## src/sv/fir_pkg.sv

```systemverilog
// Shared constants and types of the FIR filter.
package fir_pkg;

    localparam int MAX_TAPS_DEF    = 16;
    localparam int SAMPLE_BITS_DEF = 16;
    localparam int TAP_BITS        = 16;
    localparam int FRAC_BITS       = 15;
    localparam int TAP_IDX_BITS    = 4;
    localparam int CFG_BITS        = 5;

    localparam logic [CFG_BITS-1:0] TAP_COUNT_RST = 5'd16;

    // Item kind carried on tuser
    localparam logic KIND_SAMPLE = 1'b0;
    localparam logic KIND_TAP    = 1'b1;

    // Control from the sequencer to the multiply-accumulate unit
    typedef struct packed {
        logic clear;    // zero the accumulator
        logic mul_en;   // operands valid this cycle
    } t_mac_ctrl;

endpackage

```

## src/sv/fir_ram.sv

```systemverilog
// Generic single-write, single-read RAM with registered read data.
module fir_ram #(
    parameter int WIDTH = 16,
    parameter int DEPTH = 16
) (
    input  logic                                  i_clk,
    input  logic                                  i_we,
    input  logic [(DEPTH > 1 ? $clog2(DEPTH) : 1)-1:0] i_waddr,
    input  logic [WIDTH-1:0]                      i_wdata,
    input  logic [(DEPTH > 1 ? $clog2(DEPTH) : 1)-1:0] i_raddr,
    output logic [WIDTH-1:0]                      o_rdata
);

    logic [WIDTH-1:0] r_mem [DEPTH];
    logic [WIDTH-1:0] r_rdata;

    always_ff @(posedge i_clk) begin
        if (i_we) begin
            r_mem[i_waddr] <= i_wdata;
        end
        r_rdata <= r_mem[i_raddr];
    end

    assign o_rdata = r_rdata;

endmodule

```

## src/sv/fir_mac.sv

```systemverilog
// Shared multiply-accumulate unit with output rounding and saturation.
module fir_mac #(
    parameter int SAMPLE_BITS = fir_pkg::SAMPLE_BITS_DEF,
    parameter int ACC_W       = 40
) (
    input  logic                          i_clk,
    input  logic                          i_rst_n,
    input  fir_pkg::t_mac_ctrl            i_ctrl,
    input  logic signed [SAMPLE_BITS-1:0] i_sample,
    input  logic signed [fir_pkg::TAP_BITS-1:0] i_tap,
    output logic                          o_busy,
    output logic [SAMPLE_BITS-1:0]        o_y,
    output logic                          o_sat
);
    import fir_pkg::*;

    localparam int PROD_W = SAMPLE_BITS + TAP_BITS;

    logic signed [PROD_W-1:0] r_prod;
    logic                     r_prod_vld;
    logic signed [ACC_W-1:0]  r_acc;
    logic signed [ACC_W:0]    rnd;
    logic signed [ACC_W:0]    y_full;
    logic [ACC_W-SAMPLE_BITS+1:0] hi;

    always_ff @(posedge i_clk) begin
        if (!i_rst_n) begin
            r_prod_vld <= 1'b0;
        end else begin
            r_prod_vld <= i_ctrl.mul_en;
        end
        if (i_ctrl.mul_en) begin
            r_prod <= i_sample * i_tap;
        end
        if (i_ctrl.clear) begin
            r_acc <= '0;
        end else if (r_prod_vld) begin
            r_acc <= r_acc + ACC_W'(r_prod);
        end
    end

    // Round half up, then floor-shift out the fraction
    always_comb begin
        rnd    = $signed({r_acc[ACC_W-1], r_acc})
               + $signed({{(ACC_W+1-FRAC_BITS){1'b0}}, 1'b1, {(FRAC_BITS-1){1'b0}}});
        y_full = rnd >>> FRAC_BITS;
        hi     = y_full[ACC_W:SAMPLE_BITS-1];
        if ((&hi) || !(|hi)) begin
            o_y   = y_full[SAMPLE_BITS-1:0];
            o_sat = 1'b0;
        end else if (y_full[ACC_W]) begin
            o_y   = {1'b1, {(SAMPLE_BITS-1){1'b0}}};
            o_sat = 1'b1;
        end else begin
            o_y   = {1'b0, {(SAMPLE_BITS-1){1'b1}}};
            o_sat = 1'b1;
        end
    end

    assign o_busy = r_prod_vld;

endmodule

```

## src/sv/fir_filter.sv

```systemverilog
// Top level of the direct-form FIR filter with one shared multiply-accumulate.
//
//  channel   | dir | handshake                      | payload
//  ----------+-----+--------------------------------+------------------------------------
//  s_axis    | in  | i_s_axis_tvalid/o_s_axis_tready | tdata: sample, tap_index, tap_value
//            |     |                                | tuser: kind, tlast: first
//  m_axis    | out | o_m_axis_tvalid/i_m_axis_tready | tdata: filtered, tuser: saturated
//  cfg       | in  | i_cfg_valid/o_cfg_ready         | i_cfg_data: tap_count
//
//  A sample item (tap_count clamped to 1..MAX_TAPS) writes the delay line, then
//  passes one tap per cycle through the shared multiplier, drains its pipeline
//  and loads the result. Tap items are taken without leaving the idle state.
//  Reset clears the delay line and the tap store through per-entry valid bits,
//  so the block is ready in the cycle after reset. A result waits in the output
//  register; a new item is taken meanwhile, and only the next result stalls.
module fir_filter #(
    parameter int MAX_TAPS    = fir_pkg::MAX_TAPS_DEF,
    parameter int SAMPLE_BITS = fir_pkg::SAMPLE_BITS_DEF
) (
    input  logic i_clk,
    input  logic i_rst_n,
    // tdata, lowest bit up: sample, tap_index, tap_value, zero padding
    input  logic [((SAMPLE_BITS+fir_pkg::TAP_IDX_BITS+fir_pkg::TAP_BITS+7)/8)*8-1:0]
                 i_s_axis_tdata,
    // tuser: kind
    input  logic i_s_axis_tuser,
    // tlast: first sample of a block
    input  logic i_s_axis_tlast,
    input  logic i_s_axis_tvalid,
    output logic o_s_axis_tready,
    // tdata, lowest bit up: filtered, zero padding
    output logic [((SAMPLE_BITS+7)/8)*8-1:0] o_m_axis_tdata,
    // tuser: saturated
    output logic o_m_axis_tuser,
    output logic o_m_axis_tvalid,
    input  logic i_m_axis_tready,
    input  logic                          i_cfg_valid,
    output logic                          o_cfg_ready,
    input  logic [fir_pkg::CFG_BITS-1:0]  i_cfg_data
);
    import fir_pkg::*;

    localparam int AW     = (MAX_TAPS > 1) ? $clog2(MAX_TAPS) : 1;
    localparam int OUT_W  = ((SAMPLE_BITS + 7) / 8) * 8;
    localparam int ACC_W  = SAMPLE_BITS + TAP_BITS + AW + 1;

    typedef enum logic [1:0] {
        S_IDLE,
        S_RUN,
        S_DRAIN
    } t_state;

    t_state                 r_state;
    logic [CFG_BITS-1:0]    r_tap_count;
    logic [AW-1:0]          r_wp;
    logic [AW-1:0]          r_ha;
    logic [AW-1:0]          r_k;
    logic [AW-1:0]          r_last;
    logic [MAX_TAPS-1:0]    r_hist_vld;
    logic [MAX_TAPS-1:0]    r_tap_vld;
    logic                   r_rd_vld;
    logic                   r_hv_q;
    logic                   r_tv_q;
    logic                   r_out_vld;
    logic [SAMPLE_BITS-1:0] r_out_data;
    logic                   r_out_sat;

    logic                       in_acc;
    logic                       smp_acc;
    logic                       tap_acc;
    logic                       tap_ok;
    logic [SAMPLE_BITS-1:0]     in_sample;
    logic [TAP_IDX_BITS-1:0]    in_tap_idx;
    logic [TAP_BITS-1:0]        in_tap_val;
    logic [AW-1:0]              tap_waddr;
    logic [AW-1:0]              n_wp;
    logic [AW-1:0]              n_m1;
    logic [AW-1:0]              ha_dec;
    logic [SAMPLE_BITS-1:0]     hist_rd;
    logic [TAP_BITS-1:0]        tap_rd;
    logic signed [SAMPLE_BITS-1:0] mac_sample;
    logic signed [TAP_BITS-1:0]    mac_tap;
    t_mac_ctrl                  mac_ctrl;
    logic                       mac_busy;
    logic [SAMPLE_BITS-1:0]     mac_y;
    logic                       mac_sat;
    logic                       out_free;
    logic                       issue;
    logic                       load_out;

    // Unpack the input item
    assign in_sample  = i_s_axis_tdata[SAMPLE_BITS-1:0];
    assign in_tap_idx = i_s_axis_tdata[SAMPLE_BITS+TAP_IDX_BITS-1:SAMPLE_BITS];
    assign in_tap_val = i_s_axis_tdata[SAMPLE_BITS+TAP_IDX_BITS+TAP_BITS-1:
                                       SAMPLE_BITS+TAP_IDX_BITS];

    assign o_s_axis_tready = (r_state == S_IDLE);
    assign in_acc  = i_s_axis_tvalid && o_s_axis_tready;
    assign smp_acc = in_acc && (i_s_axis_tuser == KIND_SAMPLE);
    assign tap_acc = in_acc && (i_s_axis_tuser == KIND_TAP);
    // Drop tap writes beyond the store
    assign tap_ok    = (32'(in_tap_idx) < MAX_TAPS);
    assign tap_waddr = AW'(in_tap_idx);

    // Newest sample goes one slot ahead in the circular delay line
    assign n_wp   = (r_wp == AW'(MAX_TAPS - 1)) ? '0 : r_wp + AW'(1);
    // Older samples sit at descending addresses
    assign ha_dec = (r_ha == '0) ? AW'(MAX_TAPS - 1) : r_ha - AW'(1);

    // Clamp the tap count to 1..MAX_TAPS; hold the index of the last tap
    always_comb begin
        if (r_tap_count == '0) begin
            n_m1 = '0;
        end else if (32'(r_tap_count) > MAX_TAPS) begin
            n_m1 = AW'(MAX_TAPS - 1);
        end else begin
            n_m1 = AW'(r_tap_count - CFG_BITS'(1));
        end
    end

    assign issue    = (r_state == S_RUN);
    assign out_free = !r_out_vld || i_m_axis_tready;
    // Pipeline empty and output slot free: load the result
    assign load_out = (r_state == S_DRAIN) && !r_rd_vld && !mac_busy && out_free;

    fir_ram #(
        .WIDTH (SAMPLE_BITS),
        .DEPTH (MAX_TAPS)
    ) u_hist_ram (
        .i_clk   (i_clk),
        .i_we    (smp_acc),
        .i_waddr (n_wp),
        .i_wdata (in_sample),
        .i_raddr (r_ha),
        .o_rdata (hist_rd)
    );

    fir_ram #(
        .WIDTH (TAP_BITS),
        .DEPTH (MAX_TAPS)
    ) u_tap_ram (
        .i_clk   (i_clk),
        .i_we    (tap_acc && tap_ok),
        .i_waddr (tap_waddr),
        .i_wdata (in_tap_val),
        .i_raddr (r_k),
        .o_rdata (tap_rd)
    );

    // Entries never written since reset (delay-line entries also since a block start) read as zero
    assign mac_sample = r_hv_q ? $signed(hist_rd) : '0;
    assign mac_tap    = r_tv_q ? $signed(tap_rd)  : '0;

    assign mac_ctrl.clear  = smp_acc;
    assign mac_ctrl.mul_en = r_rd_vld;

    fir_mac #(
        .SAMPLE_BITS (SAMPLE_BITS),
        .ACC_W       (ACC_W)
    ) u_mac (
        .i_clk    (i_clk),
        .i_rst_n  (i_rst_n),
        .i_ctrl   (mac_ctrl),
        .i_sample (mac_sample),
        .i_tap    (mac_tap),
        .o_busy   (mac_busy),
        .o_y      (mac_y),
        .o_sat    (mac_sat)
    );

    always_ff @(posedge i_clk) begin
        if (!i_rst_n) begin
            r_state     <= S_IDLE;
            r_tap_count <= TAP_COUNT_RST;
            r_wp        <= '0;
            r_hist_vld  <= '0;
            r_tap_vld   <= '0;
            r_rd_vld    <= 1'b0;
            r_out_vld   <= 1'b0;
        end else begin
            if (i_cfg_valid) begin
                r_tap_count <= i_cfg_data;
            end
            if (load_out) begin
                r_out_vld <= 1'b1;
            end else if (o_m_axis_tvalid && i_m_axis_tready) begin
                r_out_vld <= 1'b0;
            end
            // Flag read data returning from both stores next cycle
            r_rd_vld <= issue;
            if (issue) begin
                r_hv_q <= r_hist_vld[r_ha];
                r_tv_q <= r_tap_vld[r_k];
            end
            if (tap_acc && tap_ok) begin
                r_tap_vld[tap_waddr] <= 1'b1;
            end
            case (r_state)
                S_IDLE: begin
                    if (smp_acc) begin
                        r_wp <= n_wp;
                        // A block start forgets all earlier samples
                        if (i_s_axis_tlast) begin
                            r_hist_vld <= MAX_TAPS'(1) << n_wp;
                        end else begin
                            r_hist_vld <= r_hist_vld | (MAX_TAPS'(1) << n_wp);
                        end
                        r_ha    <= n_wp;
                        r_k     <= '0;
                        r_last  <= n_m1;
                        r_state <= S_RUN;
                    end
                end
                S_RUN: begin
                    r_ha <= ha_dec;
                    r_k  <= r_k + AW'(1);
                    if (r_k == r_last) begin
                        r_state <= S_DRAIN;
                    end
                end
                S_DRAIN: begin
                    // Wait for the pipeline to empty and the output slot to free
                    if (load_out) begin
                        r_out_data <= mac_y;
                        r_out_sat  <= mac_sat;
                        r_state    <= S_IDLE;
                    end
                end
                default: begin
                    r_state <= S_IDLE;
                end
            endcase
        end
    end

    assign o_m_axis_tvalid = r_out_vld;
    assign o_m_axis_tdata  = OUT_W'(r_out_data);
    assign o_m_axis_tuser  = r_out_sat;
    assign o_cfg_ready     = 1'b1;

endmodule

```

## config.mk

```make
export PLATFORM = sky130hd
export DESIGN_NAME = fir_filter
export DESIGN_NICKNAME = d
export VERILOG_FILES = /design/src/sv/fir_pkg.sv /design/src/sv/fir_ram.sv /design/src/sv/fir_mac.sv /design/src/sv/fir_filter.sv
export SDC_FILE = /design/constraint.sdc
export NUM_CORES = 2
export LEC_CHECK = 0
export BUFFER_PORTS_ARGS = -buffer_cell sky130_fd_sc_hd__buf_2
export CORE_MARGIN = 8
export CORE_UTILIZATION = 45
export DETAILED_ROUTE_END_ITERATION = 8
export GPL_ROUTABILITY_DRIVEN = 0
export SYNTH_ARGS = -nofsm -noshare
export SYNTH_HDL_FRONTEND = slang
export SYNTH_HIERARCHICAL = 1
export SYNTH_SLANG_ARGS = --single-unit
```

## constraint.sdc

```tcl
create_clock -name i_clk -period 18.3 [get_ports i_clk]
set_clock_uncertainty 0.15 [all_clocks]
set_input_delay 1.83 -clock i_clk [delete_from_list [all_inputs] [get_ports i_clk]]
set_output_delay 1.83 -clock i_clk [all_outputs]
set_load 0.05 [all_outputs]
```

==> flow_metrics.py <==
metrics = {
    "floorplan": {
        "io_pins": 72,
        "chipWidth_um": 306.2,
        "die_h_um": 306.2,
        "row_count": 106,
        "die-area_um2": 93780,
        "start_util": 0.4537,
        "placeableCoreArea_um2": 83560,
    },
    "yosys": {
        "synth_top_family_by_area": "adder cells",
        "synth_xor_area_frac": 0.02010,
        "synth_compound_area_frac": 0.05902,
        "synth_area_leaders": "edfxtp_1 (46%), fa_1 (14%), mux4_2 (6.7%)",
        "synth_cells": 2749,
        "syn-num-nets": 3191,
        "avgSynthCellArea_um2": 13.79,
        "synth_flop_cell": "edfxtp_1",
        "synth_top_cell_area_share": 0.4555,
        "synth_fa_ha_area_frac": 0.1808,
        "synth-edff-count": 575,
        "netlist_area_um2": 37910,
        "ys_ff_latch": 690,
        "yosys.area_share.simple": 0.08378,
        "ys_seq_area_frac": 0.5163,
        "yosysTopAreaCell": "edfxtp_1",
        "async_flop_share": 0,
        "synthMuxAreaShare": 0.09365,
        "ys_warn_count": 6,
        "synth.distinct_cells": 80,
    },
    "place": {
        "dp_worst_setup_slack_ns": 10.21,
        "port_buffers": 66,
        "hpwl_um": 54360,
        "placed_cells": 3830,
    },
    "pwr": {
        "switchingPower_w": 0.001142,
        "leakage_nw": 16.38,
        "peakVddDrop_mv": 0.07847,
        "power_w": 0.004109,
        "intPower_w": 0.002967,
        "switching_share": 0.2780,
        "clkPwrFrac": 0.367,
        "seq_power_share": 0.437,
        "power.share.combinational": 0.196,
        "power_density_nw_per_um2": 97.94,
    },
    "clock_tree": {
        "path_clk_slew_ns": 0.07,
        "post_cts_buffers": 0,
        "root_buffer": "clkbuf_16",
        "clock_sinks": 690,
        "h-tree-depth": 3,
        "hold_buffers": 0,
        "cts-resized-gates": 0,
        "cts_made_buffers": 76,
        "clk_latency_ns": 0.64,
        "cts_tree": "yes",
        "clk_path_buf_depth": 3,
    },
    "drt": {
        "drtIter0Drc": 1237,
        "num_vias": 21750,
        "ant_nets": 0,
        "avgRoutedWirePerCell_um": 20.38,
        "remaining_drc_errors": 0,
        "routed_wirelength_um": 80940,
        "avgViaCountPerCell": 5.478,
        "dr.pass1.iters": 5,
    },
    "grt": {
        "grt_pass1_wl_um": 130200,
        "grt_max_degree": 71,
        "grt_pass1_vias": 23460,
        "antenna_found_initial": 5,
        "grt_overflow_total": 0,
        "track_usage": 0.1749,
    },
    "finish": {
        "drive_above_1_share": 0.1295,
        "fin_nets": 3270,
        "layout.cells.most_common": "edfxtp_1",
        "fin_util": 0.5021,
        "area_growth_syn_to_layout_pct": 10.69,
        "final_cell_mix": "edfxtp_1 (575), inv_1 (328), fa_1 (263), nand2_1 (206), and2_1 (163)",
        "fin_cells": 3971,
    },
    "sta": {
        "final-hold-violation-count": 0,
        "setup-violations-final": 0,
        "layout_setup_ws_ns": 10.22,
        "final_max_slew_viol_count": 0,
        "slew_headroom": 0.2068,
        "rsz0062_at_grt": "false",
        "period_minus_slack_ns": 8.081,
        "setup_tns_ns": 0,
        "period_share": 0.4416,
        "worstMarginPinSlew_ns": 1.190,
        "max_freq_mhz": 123.7,
    },
    "status": {
        "status": "completed",
    },
    "worst_setup_path": {
        "path_class": "register to register",
        "required_ns": 18.53,
        "end_kind": "register",
        "path_max_fanout": 16,
        "worstPathArrival_ns": 8.31,
        "cp-start-kind": "register",
    },
    "job": {
        "max-cap-violations": 0,
    },
    "hold_path": {
        "hold_class": "register to register",
    },
}
[path summary, 6_finish.rpt]
check | start | end | slack (ns) | depth (start not counted)
setup / recovery | r_hv_q | u_mac/r_prod[31] | 10.22 | 23
hold / removal | r_tap_vld[2] | r_tap_vld[2] | 0.31 | 1
setup reg to reg | r_hv_q | u_mac/r_prod[31] | 10.22 | 23
hold reg to reg | r_tap_vld[2] | r_tap_vld[2] | 0.31 | 1
[cell families after synthesis]
group | Yosys count
multiplexers | 182
buffers and inverters | 437
flip-flops | 690
other | 1
adder cells (fa/ha/maj) | 390
AND/OR/NAND/NOR | 637
AO/OA/AOI/OAI | 325
XOR/XNOR | 87
[synth_stat cells, drive strengths merged (15+ instances only)]
cell type and number:
edfxtp 575, inv 332, fa 263, nand2 207, and2 164, mux4 132
nor2 130, ha 127, dfxtp 115, a21oi 69, a22oi 67, clkbuf 67
xnor2 53, mux2i 49, o21ai 40, buf 38, xor2 34, a21o 28
nand2b 24, nor3 24, nand3 22, o21a 20, a31oi 17, a22o 16
a211oi 15
[layout make-up]
type / count / area [um2]
fill: 7028 / 41600
sequential: 690 / 19570
multi-input combinational: 1622 / 16650
clock buffer: 94 / 1969
tap: 1080 / 1351
inverter: 332 / 1246
timing repair buffer: 106 / 630.6
clock inverter: 45 / 530.5
antenna: 2 / 5.005
[power groups by stage]
stage	clock (W)	combinational, W	sequential [W]
6_report	0.00151	0.000803	0.00180
5_1_grt	0.00161	0.000915	0.00180
4_1_cts	0.00155	0.000810	0.00180
3_5_place_dp	0	0.000805	0.00183
3_3_place_gp	0	0.000782	0.00183
2_1_floorplan	0	0.000614	0.00182
[sequential cells by signal, indices dropped and copies added (netlist names)]
signal / count
r_rd_vld: 1
u_tap_ram/o_rdata: 16
u_mac/r_prod: 32
u_hist_ram/r_mem: 256
r_last: 4
u_mac/r_acc: 37
u_mac/o_busy: 1
r_ha: 4
o_m_axis_tuser: 1
r_hv_q: 1
u_tap_ram/r_mem: 256
r_wp: 4
r_state: 2
r_tap_vld: 16
r_k: 4
o_m_axis_tdata: 16
r_tap_count: 5
u_hist_ram/o_rdata: 16
o_m_axis_tvalid: 1
r_tv_q: 1
r_hist_vld: 16
[layer usage]
layer / vias up / track usage / part of all wire
met1: 11190 / 0.2302 / 0.43
li1: 9901 / - / -
met4: 2 / 0.05150 / 0.025
met2: 517 / 0.3009 / 0.50
met3: 140 / 0.02591 / 0.044
met5: - / 0 / 0.00016
[worst max-delay path, cell delays in order (launching register included)]
cell,delay (ns)
edfxtp_1,0.63
and2_1,0.85
and2_1,0.27
fa_1,0.39
inv_1,0.09
fa_1,0.41
fa_1,0.53
inv_1,0.06
fa_1,0.50
fa_1,0.56
inv_1,0.06
fa_1,0.54
inv_1,0.04
ha_1,0.36
a21o_1,0.20
a21oi_1,0.14
o21ai_0,0.10
a311oi_2,0.38
o31ai_1,0.23
a221oi_1,0.47
nor2b_1,0.13
or4_1,0.41
a31oi_1,0.21
xnor2_1,0.10
[per-stage QoR]
stage	hold slack (ns)	instance area [um2]
after global placement	0.2936	39450
after detailed placement	0.3055	39450
final	0.3126	41960
after global routing	0.3245	41950
after floorplan	0.2817	37910
after CTS	0.3184	41950
Power figures use the tool's default switching activity.
